## src/rtl/core/gtp_pkg.sv

```systemverilog
// Shared types and constants for the galvo trapezoid profile unit.
// No dependencies; imported by every module under rtl/core.
`default_nettype none
package gtp_pkg;

  // operation codes
  localparam logic [1:0] OP_LOAD  = 2'd0;
  localparam logic [1:0] OP_START = 2'd1;
  localparam logic [1:0] OP_TICK  = 2'd2;
  localparam logic [1:0] OP_DONE  = 2'd3;

  // phase codes
  localparam logic [1:0] PH_ACCEL  = 2'd0;
  localparam logic [1:0] PH_CRUISE = 2'd1;
  localparam logic [1:0] PH_DECEL  = 2'd2;

  // register indexes
  localparam logic [1:0] CFG_AXIS_ENABLE = 2'd0;
  localparam logic [1:0] CFG_TICK_PERIOD = 2'd1;
  localparam logic [1:0] CFG_FS_WIDTH    = 2'd2;

  localparam logic [1:0]  AXIS_ENABLE_RST = 2'd3;
  localparam logic [31:0] TICK_PERIOD_RST = 32'd42950;
  localparam logic [9:0]  FS_WIDTH_RST    = 10'd200;

  localparam int MUL_W = 64;   // serial multiplier operand width
  localparam int DIV_W = 32;   // divider dividend width
  localparam int DEN_W = 11;   // divider divisor width

  // status of a multi-cycle unit
  typedef struct packed {
    logic busy;
    logic done;
  } unit_stat_t;

endpackage
`default_nettype wire

```

## src/rtl/core/gtp_mul.sv

```systemverilog
// Shift-add serial multiplier, 64x64 unsigned to 128-bit product, one bit a cycle.
// Depends on gtp_pkg.
`default_nettype none
module gtp_mul (
  input  wire logic                          clk_i,
  input  wire logic                          rst_ni,
  input  wire logic                          start_i,
  input  wire logic [gtp_pkg::MUL_W-1:0]     a_i,
  input  wire logic [gtp_pkg::MUL_W-1:0]     b_i,
  output gtp_pkg::unit_stat_t                stat_o,
  output logic      [2*gtp_pkg::MUL_W-1:0]   prod_o
);
  import gtp_pkg::*;

  localparam int CntW = $clog2(MUL_W + 1);

  logic [MUL_W-1:0] a_q, hi_q, lo_q;
  logic [CntW-1:0]  cnt_q;
  logic             busy_q, done_q;
  logic [MUL_W:0]   sum;

  assign sum = {1'b0, hi_q} + (lo_q[0] ? {1'b0, a_q} : '0);

  always_ff @(posedge clk_i or negedge rst_ni) begin
    if (!rst_ni) begin
      busy_q <= 1'b0;
      done_q <= 1'b0;
      cnt_q  <= '0;
    end else begin
      done_q <= 1'b0;
      if (start_i) begin
        busy_q <= 1'b1;
        cnt_q  <= CntW'(MUL_W);
      end else if (busy_q) begin
        cnt_q <= cnt_q - 1'b1;
        if (cnt_q == CntW'(1)) begin
          busy_q <= 1'b0;
          done_q <= 1'b1;
        end
      end
    end
  end

  always_ff @(posedge clk_i) begin
    if (start_i) begin
      a_q  <= a_i;
      hi_q <= '0;
      lo_q <= b_i;
    end else if (busy_q) begin
      hi_q <= sum[MUL_W:1];
      lo_q <= {sum[0], lo_q[MUL_W-1:1]};
    end
  end

  assign prod_o      = {hi_q, lo_q};
  assign stat_o.busy = busy_q;
  assign stat_o.done = done_q;

endmodule
`default_nettype wire

```

## src/rtl/core/gtp_div.sv

```systemverilog
// Restoring serial divider, 32-bit dividend by 11-bit divisor, one bit a cycle.
// Depends on gtp_pkg.
`default_nettype none
module gtp_div (
  input  wire logic                        clk_i,
  input  wire logic                        rst_ni,
  input  wire logic                        start_i,
  input  wire logic [gtp_pkg::DIV_W-1:0]   dividend_i,
  input  wire logic [gtp_pkg::DEN_W-1:0]   divisor_i,
  output gtp_pkg::unit_stat_t              stat_o,
  output logic      [gtp_pkg::DIV_W-1:0]   quotient_o
);
  import gtp_pkg::*;

  localparam int CntW = $clog2(DIV_W + 1);

  logic [DIV_W-1:0] quo_q;
  logic [DEN_W-1:0] den_q, rem_q;
  logic [CntW-1:0]  cnt_q;
  logic             busy_q, done_q;
  logic [DEN_W:0]   trial;
  logic             fits;

  assign trial = {rem_q, quo_q[DIV_W-1]};
  assign fits  = trial >= {1'b0, den_q};

  always_ff @(posedge clk_i or negedge rst_ni) begin
    if (!rst_ni) begin
      busy_q <= 1'b0;
      done_q <= 1'b0;
      cnt_q  <= '0;
    end else begin
      done_q <= 1'b0;
      if (start_i) begin
        busy_q <= 1'b1;
        cnt_q  <= CntW'(DIV_W);
      end else if (busy_q) begin
        cnt_q <= cnt_q - 1'b1;
        if (cnt_q == CntW'(1)) begin
          busy_q <= 1'b0;
          done_q <= 1'b1;
        end
      end
    end
  end

  always_ff @(posedge clk_i) begin
    if (start_i) begin
      quo_q <= dividend_i;
      den_q <= divisor_i;
      rem_q <= '0;
    end else if (busy_q) begin
      // remainder stays below the divisor, so DEN_W bits hold it
      rem_q <= fits ? DEN_W'(trial - {1'b0, den_q}) : trial[DEN_W-1:0];
      quo_q <= {quo_q[DIV_W-2:0], fits};
    end
  end

  assign quotient_o  = quo_q;
  assign stat_o.busy = busy_q;
  assign stat_o.done = done_q;

endmodule
`default_nettype wire

```

## src/rtl/core/galvo_trapezoid_profile_unit.sv

```systemverilog
// Top level of the galvo trapezoid profile unit: sequencer, per-axis state, I/O.
// Depends on gtp_pkg, gtp_mul and gtp_div.
//
// Usage:
//  - Input words arrive on s_axis_*: tuser carries operation, axis and phase,
//    tdata carries ticks, move parameters and the cruise/decel empty flags.
//  - Every input word yields exactly one output word on m_axis_*: tuser holds
//    the axis and the applied flag, tdata the position and channel value.
//  - Configuration goes through cfg_we_i / cfg_index_i / cfg_data_i while idle.
//  - One word is processed at a time; s_axis_tready_o is high only when the
//    sequencer is idle. All products go through one 64x64 shift-add
//    multiplier, each product taking a start, 64 steps and a handoff; the
//    channel value goes through a 32-step divider.
//  - Path, acceptance to tvalid: load, phase start, cruise/decel phase-done
//    and ignored words go through the apply step, the divider and handoff;
//    an ignored tick or accel phase-done first passes ST_MT. An applied accel
//    phase-done or cruise tick adds two products; an applied accel or decel
//    tick adds four. The next word is taken when tvalid rises.
//  - A finished result sits in the output register; the next input word is
//    taken while it waits. If the receiver stalls, the sequencer holds in
//    its final step until the output register frees up.
//  - Reset clears all per-axis state to zero and loads the register defaults
//    (both axes enabled, tick period 42950, width 200 mm).
`default_nettype none
module galvo_trapezoid_profile_unit #(
  parameter int NUM_AXES = 2
) (
  input  wire logic         clk_i,
  input  wire logic         rst_ni,
  input  wire logic         s_axis_tvalid_i,
  output logic              s_axis_tready_o,
  // ticks[23:0] move_accel[55:24] entry_velocity[87:56] start_pos[119:88]
  // distance[151:120] cruise_empty[152] decel_empty[153] zero[159:154]
  input  wire logic [159:0] s_axis_tdata_i,
  // operation[1:0] axis[2] phase[4:3]
  input  wire logic [4:0]   s_axis_tuser_i,
  output logic              m_axis_tvalid_o,
  input  wire logic         m_axis_tready_i,
  // out_position[31:0] chan_code[47:32]
  output logic [47:0]       m_axis_tdata_o,
  // out_axis[0] out_valid[1]
  output logic [1:0]        m_axis_tuser_o,
  input  wire logic         cfg_we_i,
  input  wire logic [1:0]   cfg_index_i,
  input  wire logic [31:0]  cfg_data_i
);
  import gtp_pkg::*;

  localparam int IdxW = (NUM_AXES > 1) ? $clog2(NUM_AXES) : 1;

  localparam logic [2:0] ST_IDLE  = 3'd0;
  localparam logic [2:0] ST_MT    = 3'd1;  // t = ticks * period
  localparam logic [2:0] ST_MV    = 3'd2;  // rate * t
  localparam logic [2:0] ST_MH    = 3'd3;  // t^2 / 2
  localparam logic [2:0] ST_MA    = 3'd4;  // accel * t^2 / 2
  localparam logic [2:0] ST_APPLY = 3'd5;
  localparam logic [2:0] ST_DIV   = 3'd6;
  localparam logic [2:0] ST_OUT   = 3'd7;

  // config
  logic [1:0]  axis_en_q;
  logic [31:0] tick_period_q;
  logic [9:0]  fs_width_q;

  // per-axis state
  logic [31:0] cur_pos_q   [NUM_AXES];
  logic [31:0] ps_pos_q    [NUM_AXES];
  logic [31:0] cur_vel_q   [NUM_AXES];
  logic [31:0] ps_vel_q    [NUM_AXES];
  logic [31:0] accel_q     [NUM_AXES];
  logic [31:0] target_q    [NUM_AXES];
  logic        active_q    [NUM_AXES];

  // latched item
  logic [1:0]  op_q, ph_q;
  logic        ax_q, ce_q, de_q;
  logic [23:0] ticks_q;
  logic [31:0] in_accel_q, in_vel_q, in_start_q, in_dist_q;

  logic [2:0]  state_q;
  logic        go_q;
  logic [55:0] t_q;
  logic [63:0] half_q;
  logic [31:0] rv_q, ha_q, pos_q;
  logic        applied_q, neg_q;
  logic [15:0] ch_q;

  logic        out_vld_q, out_axis_q, out_app_q;
  logic [31:0] out_pos_q;
  logic [15:0] out_ch_q;

  logic        in_acc, out_free;
  logic [IdxW-1:0] idx;
  logic        in_range_in, enabled, applies;

  // unit hookup
  logic            mul_start, div_start;
  logic [63:0]     mul_a, mul_b;
  logic [127:0]    mul_prod;
  unit_stat_t      mul_stat, div_stat;
  logic [31:0]     div_quo, div_mag;
  logic [10:0]     div_den;
  logic [31:0]     rate_sel;

  assign in_acc   = s_axis_tvalid_i && s_axis_tready_o;
  assign out_free = !out_vld_q || m_axis_tready_i;
  assign s_axis_tready_o = (state_q == ST_IDLE);

  assign in_range_in = {31'd0, s_axis_tuser_i[2]} < 32'(NUM_AXES);
  assign idx         = IdxW'(ax_q);
  assign enabled     = axis_en_q[ax_q];
  assign applies     = enabled && active_q[idx] && (ph_q != 2'd3);

  // operand selection for the shared multiplier
  always_comb begin
    if (op_q == OP_DONE)             rate_sel = accel_q[idx];
    else if (ph_q == PH_ACCEL)       rate_sel = ps_vel_q[idx];
    else                             rate_sel = cur_vel_q[idx];
    unique case (state_q)
      ST_MT: begin
        mul_a = {32'd0, tick_period_q};
        mul_b = {40'd0, ticks_q};
      end
      ST_MV: begin
        mul_a = {{32{rate_sel[31]}}, rate_sel};
        mul_b = {8'd0, t_q};
      end
      ST_MH: begin
        mul_a = {8'd0, t_q};
        mul_b = {8'd0, t_q};
      end
      ST_MA: begin
        mul_a = {{32{accel_q[idx][31]}}, accel_q[idx]};
        mul_b = half_q;
      end
      default: begin
        mul_a = '0;
        mul_b = '0;
      end
    endcase
  end

  // an item that does not apply skips the products altogether
  assign mul_start = !go_q && (((state_q == ST_MT) && applies) || (state_q == ST_MV)
                    || (state_q == ST_MH) || (state_q == ST_MA));

  gtp_mul u_mul (
    .clk_i   (clk_i),
    .rst_ni  (rst_ni),
    .start_i (mul_start),
    .a_i     (mul_a),
    .b_i     (mul_b),
    .stat_o  (mul_stat),
    .prod_o  (mul_prod)
  );

  // new per-axis values, from latched item and products
  logic [31:0] new_pos;
  logic        snap;
  always_comb begin
    snap    = 1'b0;
    new_pos = cur_pos_q[idx];
    if (op_q == OP_LOAD) begin
      if (enabled && in_dist_q != 32'd0) new_pos = in_start_q;
    end else if (applies) begin
      if (op_q == OP_TICK) begin
        unique case (ph_q)
          PH_ACCEL:  new_pos = ps_pos_q[idx] + rv_q + ha_q;
          PH_CRUISE: new_pos = ps_pos_q[idx] + rv_q;
          default:   new_pos = ps_pos_q[idx] + rv_q - ha_q;
        endcase
      end else if (op_q == OP_DONE) begin
        unique case (ph_q)
          PH_ACCEL:  snap = ce_q && de_q;
          PH_CRUISE: snap = de_q;
          default:   snap = 1'b1;
        endcase
        if (snap) new_pos = target_q[idx];
      end
    end
  end

  // channel divider: |pos| / (2 * width)
  assign div_start = (state_q == ST_APPLY);
  assign div_mag   = new_pos[31] ? (32'd0 - new_pos) : new_pos;
  assign div_den   = {((fs_width_q == 10'd0) ? 10'd1 : fs_width_q), 1'b0};

  gtp_div u_div (
    .clk_i      (clk_i),
    .rst_ni     (rst_ni),
    .start_i    (div_start),
    .dividend_i (div_mag),
    .divisor_i  (div_den),
    .stat_o     (div_stat),
    .quotient_o (div_quo)
  );

  // saturate to Q1.15
  logic [16:0] q_sat;
  logic [15:0] ch_val;
  always_comb begin
    if (neg_q) q_sat = (div_quo > 32'd32768) ? 17'd32768 : div_quo[16:0];
    else       q_sat = (div_quo > 32'd32767) ? 17'd32767 : div_quo[16:0];
    ch_val = neg_q ? 16'(17'd0 - q_sat) : q_sat[15:0];
  end

  // config writes
  always_ff @(posedge clk_i or negedge rst_ni) begin
    if (!rst_ni) begin
      axis_en_q     <= AXIS_ENABLE_RST;
      tick_period_q <= TICK_PERIOD_RST;
      fs_width_q    <= FS_WIDTH_RST;
    end else if (cfg_we_i) begin
      unique case (cfg_index_i)
        CFG_AXIS_ENABLE: axis_en_q     <= cfg_data_i[1:0];
        CFG_TICK_PERIOD: tick_period_q <= cfg_data_i;
        CFG_FS_WIDTH:    fs_width_q    <= cfg_data_i[9:0];
        default: ;
      endcase
    end
  end

  // sequencer
  always_ff @(posedge clk_i or negedge rst_ni) begin
    if (!rst_ni) begin
      state_q   <= ST_IDLE;
      go_q      <= 1'b0;
      out_vld_q <= 1'b0;
    end else begin
      if (state_q == ST_OUT && out_free) out_vld_q <= 1'b1;
      else if (m_axis_tready_i)          out_vld_q <= 1'b0;
      if (mul_start) go_q <= 1'b1;
      unique case (state_q)
        ST_IDLE: begin
          if (in_acc) begin
            if (!in_range_in) begin
              state_q <= ST_OUT;
            end else if (s_axis_tuser_i[1:0] == OP_TICK
                || (s_axis_tuser_i[1:0] == OP_DONE && s_axis_tuser_i[4:3] == PH_ACCEL)) begin
              state_q <= ST_MT;  // skipped below if the item does not apply
            end else begin
              state_q <= ST_APPLY;
            end
          end
        end
        ST_MT: begin
          if (!applies) state_q <= ST_APPLY;
          else if (mul_stat.done) begin
            go_q    <= 1'b0;
            state_q <= ST_MV;
          end
        end
        ST_MV: begin
          if (mul_stat.done) begin
            go_q    <= 1'b0;
            state_q <= (op_q == OP_TICK && ph_q != PH_CRUISE) ? ST_MH : ST_APPLY;
          end
        end
        ST_MH: begin
          if (mul_stat.done) begin
            go_q    <= 1'b0;
            state_q <= ST_MA;
          end
        end
        ST_MA: begin
          if (mul_stat.done) begin
            go_q    <= 1'b0;
            state_q <= ST_APPLY;
          end
        end
        ST_APPLY: state_q <= ST_DIV;
        ST_DIV:   if (div_stat.done) state_q <= ST_OUT;
        ST_OUT: begin
          if (out_free) state_q <= ST_IDLE;
        end
        default: state_q <= ST_IDLE;
      endcase
    end
  end

  // datapath registers
  always_ff @(posedge clk_i) begin
    if (in_acc) begin
      op_q       <= s_axis_tuser_i[1:0];
      ax_q       <= s_axis_tuser_i[2];
      ph_q       <= s_axis_tuser_i[4:3];
      ticks_q    <= s_axis_tdata_i[23:0];
      in_accel_q <= s_axis_tdata_i[55:24];
      in_vel_q   <= s_axis_tdata_i[87:56];
      in_start_q <= s_axis_tdata_i[119:88];
      in_dist_q  <= s_axis_tdata_i[151:120];
      ce_q       <= s_axis_tdata_i[152];
      de_q       <= s_axis_tdata_i[153];
      // out-of-range axis reports zeros
      applied_q  <= 1'b0;
      pos_q      <= 32'd0;
      ch_q       <= 16'd0;
    end
    if (mul_stat.done) begin
      unique case (state_q)
        ST_MT:   t_q    <= mul_prod[55:0];
        ST_MV:   rv_q   <= mul_prod[63:32];
        ST_MH:   half_q <= mul_prod[96:33];
        ST_MA:   ha_q   <= mul_prod[62:31];
        default: ;
      endcase
    end
    if (state_q == ST_APPLY) begin
      pos_q     <= new_pos;
      neg_q     <= new_pos[31];
      applied_q <= (op_q == OP_LOAD) ? (enabled && in_dist_q != 32'd0) : applies;
    end
    if (state_q == ST_DIV && div_stat.done) ch_q <= ch_val;
    if (state_q == ST_OUT && out_free) begin
      out_axis_q <= ax_q;
      out_app_q  <= applied_q;
      out_pos_q  <= pos_q;
      out_ch_q   <= ch_q;
    end
  end

  // per-axis state update
  always_ff @(posedge clk_i or negedge rst_ni) begin
    if (!rst_ni) begin
      for (int i = 0; i < NUM_AXES; i++) begin
        cur_pos_q[i] <= '0;
        ps_pos_q[i]  <= '0;
        cur_vel_q[i] <= '0;
        ps_vel_q[i]  <= '0;
        accel_q[i]   <= '0;
        target_q[i]  <= '0;
        active_q[i]  <= 1'b0;
      end
    end else if (state_q == ST_APPLY) begin
      cur_pos_q[idx] <= new_pos;
      if (op_q == OP_LOAD) begin
        if (enabled && in_dist_q != 32'd0) begin
          active_q[idx]  <= 1'b1;
          accel_q[idx]   <= in_accel_q;
          cur_vel_q[idx] <= in_vel_q;
          ps_vel_q[idx]  <= in_vel_q;
          ps_pos_q[idx]  <= in_start_q;
          target_q[idx]  <= in_start_q + in_dist_q;
        end else begin
          active_q[idx] <= 1'b0;
        end
      end else if (applies) begin
        if (op_q == OP_START) begin
          if (ph_q != PH_ACCEL) ps_pos_q[idx] <= cur_pos_q[idx];
          if (ph_q == PH_DECEL) ps_vel_q[idx] <= cur_vel_q[idx];
        end else if (op_q == OP_DONE && ph_q == PH_ACCEL) begin
          cur_vel_q[idx] <= ps_vel_q[idx] + rv_q;
        end
      end
    end
  end

  assign m_axis_tvalid_o = out_vld_q;
  assign m_axis_tdata_o  = {out_ch_q, out_pos_q};
  assign m_axis_tuser_o  = {out_app_q, out_axis_q};

  assert property (@(posedge clk_i) disable iff (!rst_ni)
    mul_start |-> !mul_stat.busy)
    else $error("multiplier started while busy");

  assert property (@(posedge clk_i) disable iff (!rst_ni)
    in_acc |=> (state_q != ST_IDLE))
    else $error("accepted word left no work");

  assert property (@(posedge clk_i) disable iff (!rst_ni)
    (state_q == ST_MA) |-> (op_q == OP_TICK && ph_q != PH_CRUISE))
    else $error("t^2 term computed for wrong item");

  assert property (@(posedge clk_i) disable iff (!rst_ni)
    (state_q == ST_OUT) |-> !mul_stat.busy && !div_stat.busy)
    else $error("result issued while a unit still runs");

endmodule
`default_nettype wire

```

## config.mk

```make
export PLATFORM = sky130hd
export DESIGN_NAME = galvo_trapezoid_profile_unit
export DESIGN_NICKNAME = d
export VERILOG_FILES = /design/src/rtl/core/gtp_pkg.sv /design/src/rtl/core/gtp_mul.sv /design/src/rtl/core/gtp_div.sv /design/src/rtl/core/galvo_trapezoid_profile_unit.sv
export SDC_FILE = /design/constraint.sdc
export NUM_CORES = 2
export LEC_CHECK = 0
export BUFFER_PORTS_ARGS = -buffer_cell sky130_fd_sc_hd__buf_2
export CAP_MARGIN = 5
export CORE_ASPECT_RATIO = 1.5
export CORE_UTILIZATION = 62
export DETAILED_ROUTE_END_ITERATION = 16
export PLACE_DENSITY = 0.89
export SYNTH_ARGS = -nofsm -noshare
export SYNTH_HDL_FRONTEND = slang
export SYNTH_SLANG_ARGS = --single-unit
export TNS_END_PERCENT = 1
```

## constraint.sdc

```tcl
create_clock -name clk_i -period 9.1 [get_ports clk_i]
set_clock_uncertainty 0.1 [all_clocks]
set_input_delay 1.82 -clock clk_i [delete_from_list [all_inputs] [get_ports clk_i]]
set_output_delay 1.82 -clock clk_i [all_outputs]
set_load 0.01 [all_outputs]
```

==> results.md <==
Final layout:
- The area growth from synthesis to final layout is 9.754%.
- The finished layout holds 7084 standard cells, fillers aside.
- The share of cells above drive strength 1 is 0.1355.
- The layout net count is 6146.
- Measured on the finished design, the core utilization comes to 0.6869.
- With fillers left out, the area of the finished cells amounts to 64760 sq um.

Global routing:
- Global routing finished with a remaining overflow of 0.
- For this run, the total global-route usage over all layers was measured as 0.3583.
- The maximum number of pins on one net before global-route repair is 183.
- The first global-routing pass estimated 262900 um of wire.
- The via count of the first global-routing pass is 45904.
- The number of antenna violations at the first check in global routing is 5.

Synthesis:
- Of the post-synthesis cell area, the dominant cell type holds 0.3084.
- Of the total synthesized cell area, the portion taken by XOR and XNOR cells is 0.03369.
- The synthesized netlist occupies a cell area of 59010 sq um.
- The share of async-settable or async-resettable flops after synthesis is 0.3989.
- The basic-gate share of the synthesized area counting and, or, nand and nor cells is 0.1298.
- The mux share of post-synthesis cell area is 0.07112.
- Of the total synthesized cell area, the portion taken by full adders, half adders and majority gates is 0.04550.
- The number of different library cells used by synthesis comes to 108.
- The most used flip-flop cell after synthesis is sky130_fd_sc_hd__edfxtp_1.
- The synthesized-area fraction occupied by ao, oa, aoi and oai cells is 0.1655.
- After technology mapping, the gate count stands at 5620.
- Yosys printed 0 warnings.
- The number of enable flip-flop cells after synthesis is 606.
- By area, the combinational part of the netlist is dominated by compound AO/OA/AOI/OAI gates.
- The largest area contributor in the netlist is sky130_fd_sc_hd__edfxtp_1.
- In this run the mean area of a mapped cell was 10.50 sq um.
- The share of synthesized area occupied by flip-flops and latches is 0.5258.
- Synthesis produced a netlist with a net count of 6035.
- After synthesis, the cell types taking the most area are sky130_fd_sc_hd__edfxtp_1 (31%), sky130_fd_sc_hd__dfrtp_1 (19%), sky130_fd_sc_hd__nand2_1 (4.7%).
- Synthesis inferred 1133 register bits.

Timing:
- The worst-case headroom to the max-slew limit is 0.1897.
- The number of failing setup endpoints in the final timing report is 0.
- The worst path needs 7.884 ns of the cycle, external delays included.
- The final critical-path setup slack is 1.216 ns.
- At the pin with the least slew margin, the transition time is 1.207 ns.
- Setup repair after global routing left no endpoint under its margin.
- After routing, the total negative slack on setup checks comes to 0 ns.
- For this run, the top clock speed supported by timing is 126.8 MHz.
- The final number of hold-violating endpoints came to 0.
- Of the available clock period, the critical path in the final layout requires 0.8664.
- The total count of max-transition violations in the final report is 0.

Status:
- The run finished with clean final reports.

Job:
- The count of maximum capacitance violations is 0.

Routing:
- The number of nets still failing antenna checks after routing is 0.
- The DRC marker count from the first detailed-route iteration is 5475.
- The wire length per cell after detailed routing is 24.50 um.
- The detailed router placed 46508 vias in this run.
- For this block, the routed nets add up to 173500 um of wire.
- For this run, design rule violations remaining after detail routing come to 0.
- Before antenna repair, the detailed router went through 7 iterations.
- In the routed layout, each cell is associated on average with a via count of 6.565.

Critical path:
- The worst setup path is captured at a flip-flop.
- The critical path launch point type is a flip-flop.
- The maximum cell stage delay along the critical path is 0.99 ns.
- Along the worst path, the maximum fanout reaches 19.
- Counting both buffers and inverters, the worst setup path holds a total of 1.
- The critical path goes through mux2_2 > ha_1 > fa_1 > a21o_1 > a221oi_4 > a21oi_2 > a211o_1 > xor2_1 > ha_1 > nand2_1 > a2111o_1 > a21o_1 > a21boi_0 > o211a_1 > o31a_1 > or3_1 > buf_4 > and4_1 > nand3_2 > nor4b_2 > a21oi_1 > xnor2_1 > mux2_2.
- The class of the most critical setup path is flip-flop to flip-flop.
- On the critical path the largest part of the delay comes from compound AO/OA/AOI/OAI gates.
- The largest individual stage delay along the critical path comes from the cell sky130_fd_sc_hd__edfxtp_1.
- The signal arrival time at the worst endpoint is 8.24 ns.
- For the worst setup path, the data required time is 9.46 ns.

Clock tree:
- Clock tree synthesis found a total of 1133 sinks.
- The clock input transition at the sequential cells of the worst setup and hold paths is 0.07 ns.
- TritonCTS created 103 clock buffers.
- The count of H-tree levels built during CTS is 3.
- The CTS tree is yes.
- In this run the post-CTS setup repair buffer count came out at 0.
- The longest clock path from root to sink contains 3 buffers.
- The clock root buffer is sky130_fd_sc_hd__clkbuf_16.
- The cts-stage hold buffer count is 0.
- The post-cts sizing count is 0.
- Clock latency on the worst-skew pair, taken at its later pin, is 0.73 ns.

Floorplan:
- The placeable core region is 94280 sq um.
- The die height is 379.8 um.
- The number of ports placed on the die boundary is 256.
- The number of rows in the core area is 138.
- The starting density of the core is 0.6259.
- The total die area is 96440 sq um.
- The overall die width is 253.9 um.

Placed design:
- The global placer's final weighted congestion is 1.014.
- After detailed placement, the design holds a cell count of 6886.
- The instance area at placement is 61310 sq um.
- Summed over all nets, the half-perimeter wirelength after detailed placement is 120400 um.
- The pre-CTS worst setup slack is 1.454 ns.
- During placement, the flow inserted port buffers numbering 249.

Pwr:
- For this design the static power due to leakage is 0.02759 uW.
- The total power divided by cell area is 342.5 nW/um^2.
- The worst supply voltage drop on vdd is 192.8 uV.

Worst hold path:
- The type of the most critical hold path is flip-flop to flip-flop.
==> cell type report <==
class	count	area (sq um)
fillers	6549	29510
diodes	3	7.507
clock inverters	55	630.6
clock buffers	140	2816
repair buffers	336	1934
inverters	91	349.1
well taps	1260	1577
multi-input cells	4066	26420
flip-flops and latches	1133	31030
==> routing by layer <==
layer  track usage  vias up  wire (um)
li1              -    20674          -
met1        0.4169    22485      59920
met2        0.5879     2684      83580
met3       0.06164      661      14800
met4        0.2741        4      15200
met5             0        -         25
==> where the power goes <==
group          internal (uW)  total, uW  leakage [uW]  switching, uW
clock                   2480       4480       0.00165           2000
sequential              7310       8450        0.0122           1140
combinational           3540       9250        0.0138           5720
total                  13300      22200        0.0276           8860
==> Yosys cell counts (all sizes together), types with 59 or more instances <==
master / number
o21ai: 463
buf: 71
nor3: 59
xor2: 76
mux2: 172
clkbuf: 259
a21o: 153
edfxtp: 606
nand3: 79
nor2: 440
and2: 134
nand2: 741
dfxtp: 75
ha: 205
xnor2: 151
inv: 90
dfrtp: 438
a21oi: 486
mux2i: 183
==> kinds of logic after synthesis <==
family	Yosys count
XOR/XNOR	227
flip-flops	1133
buffers and inverters	421
multiplexers	374
adder cells (fa/ha/maj)	211
AND/OR/NAND/NOR	1697
AO/OA/AOI/OAI	1557
==> path summary, 6_finish.rpt <==
path | startpoint | end | cells past startpoint | slack (ns)
worst max-delay path | ax_q | u_div.quotient_o[30] | 23 | 1.22
worst min register to register | pos_q[31] | out_pos_q[31] | 0 | 0.32
max in group asynchronous | rst_ni | ps_vel_q[35] | 3 | 5.88
worst min-delay path | pos_q[31] | out_pos_q[31] | 0 | 0.32
min in group asynchronous | rst_ni | target_q[31] | 1 | 1.00
worst max register to register | ax_q | u_div.quotient_o[30] | 23 | 1.22
==> through the flow <==
step / power, uW / hold WS (ns)
2_1_floorplan: 14740 / 0.3003
3_3_place_gp: 17020 / 0.3009
3_5_place_dp: 17400 / 0.3045
4_1_cts: 21950 / 0.3160
5_1_grt: 23360 / 0.3260
6_report: 22180 / 0.3157
==> flip-flops by register name, summed over array words and instances (netlist names), 56 cells and up, named ones only <==
name        flops
ps_vel_q       64
t_q            56
accel_q        64
cur_pos_q      64
u_mul.hi_q     64
ps_pos_q       64
cur_vel_q      64
half_q         64
u_mul.a_q      57
target_q       64
u_mul.lo_q     64
==> placed cells by master (no fill, tap or decap), types with 29 or more instances in the layout <==
| master | n |
|---|---|
| sky130_fd_sc_hd__nand2_1 | 738 |
| sky130_fd_sc_hd__edfxtp_1 | 606 |
| sky130_fd_sc_hd__a21oi_1 | 480 |
| sky130_fd_sc_hd__o21ai_0 | 436 |
| sky130_fd_sc_hd__dfrtp_1 | 436 |
| sky130_fd_sc_hd__nor2_1 | 433 |
| sky130_fd_sc_hd__buf_2 | 248 |
| sky130_fd_sc_hd__ha_1 | 205 |
| sky130_fd_sc_hd__mux2i_1 | 183 |
| sky130_fd_sc_hd__mux2_2 | 172 |
| sky130_fd_sc_hd__a21o_1 | 152 |
| sky130_fd_sc_hd__xnor2_1 | 151 |
| sky130_fd_sc_hd__and2_1 | 134 |
| sky130_fd_sc_hd__clkbuf_16 | 103 |
| sky130_fd_sc_hd__inv_1 | 85 |
| sky130_fd_sc_hd__buf_4 | 85 |
| sky130_fd_sc_hd__xor2_1 | 76 |
| sky130_fd_sc_hd__dfxtp_1 | 75 |
| sky130_fd_sc_hd__nand3_1 | 74 |
| sky130_fd_sc_hd__nor3_1 | 58 |
| sky130_fd_sc_hd__o211ai_1 | 54 |
| sky130_fd_sc_hd__a31oi_1 | 41 |
| sky130_fd_sc_hd__a211oi_1 | 39 |
| sky130_fd_sc_hd__o221ai_1 | 39 |
| sky130_fd_sc_hd__a221oi_1 | 38 |
| sky130_fd_sc_hd__nand2b_1 | 37 |
| sky130_fd_sc_hd__nand4_1 | 34 |
| sky130_fd_sc_hd__o21a_1 | 29 |
| sky130_fd_sc_hd__a22oi_1 | 29 |
Power figures use the tool's default switching activity.
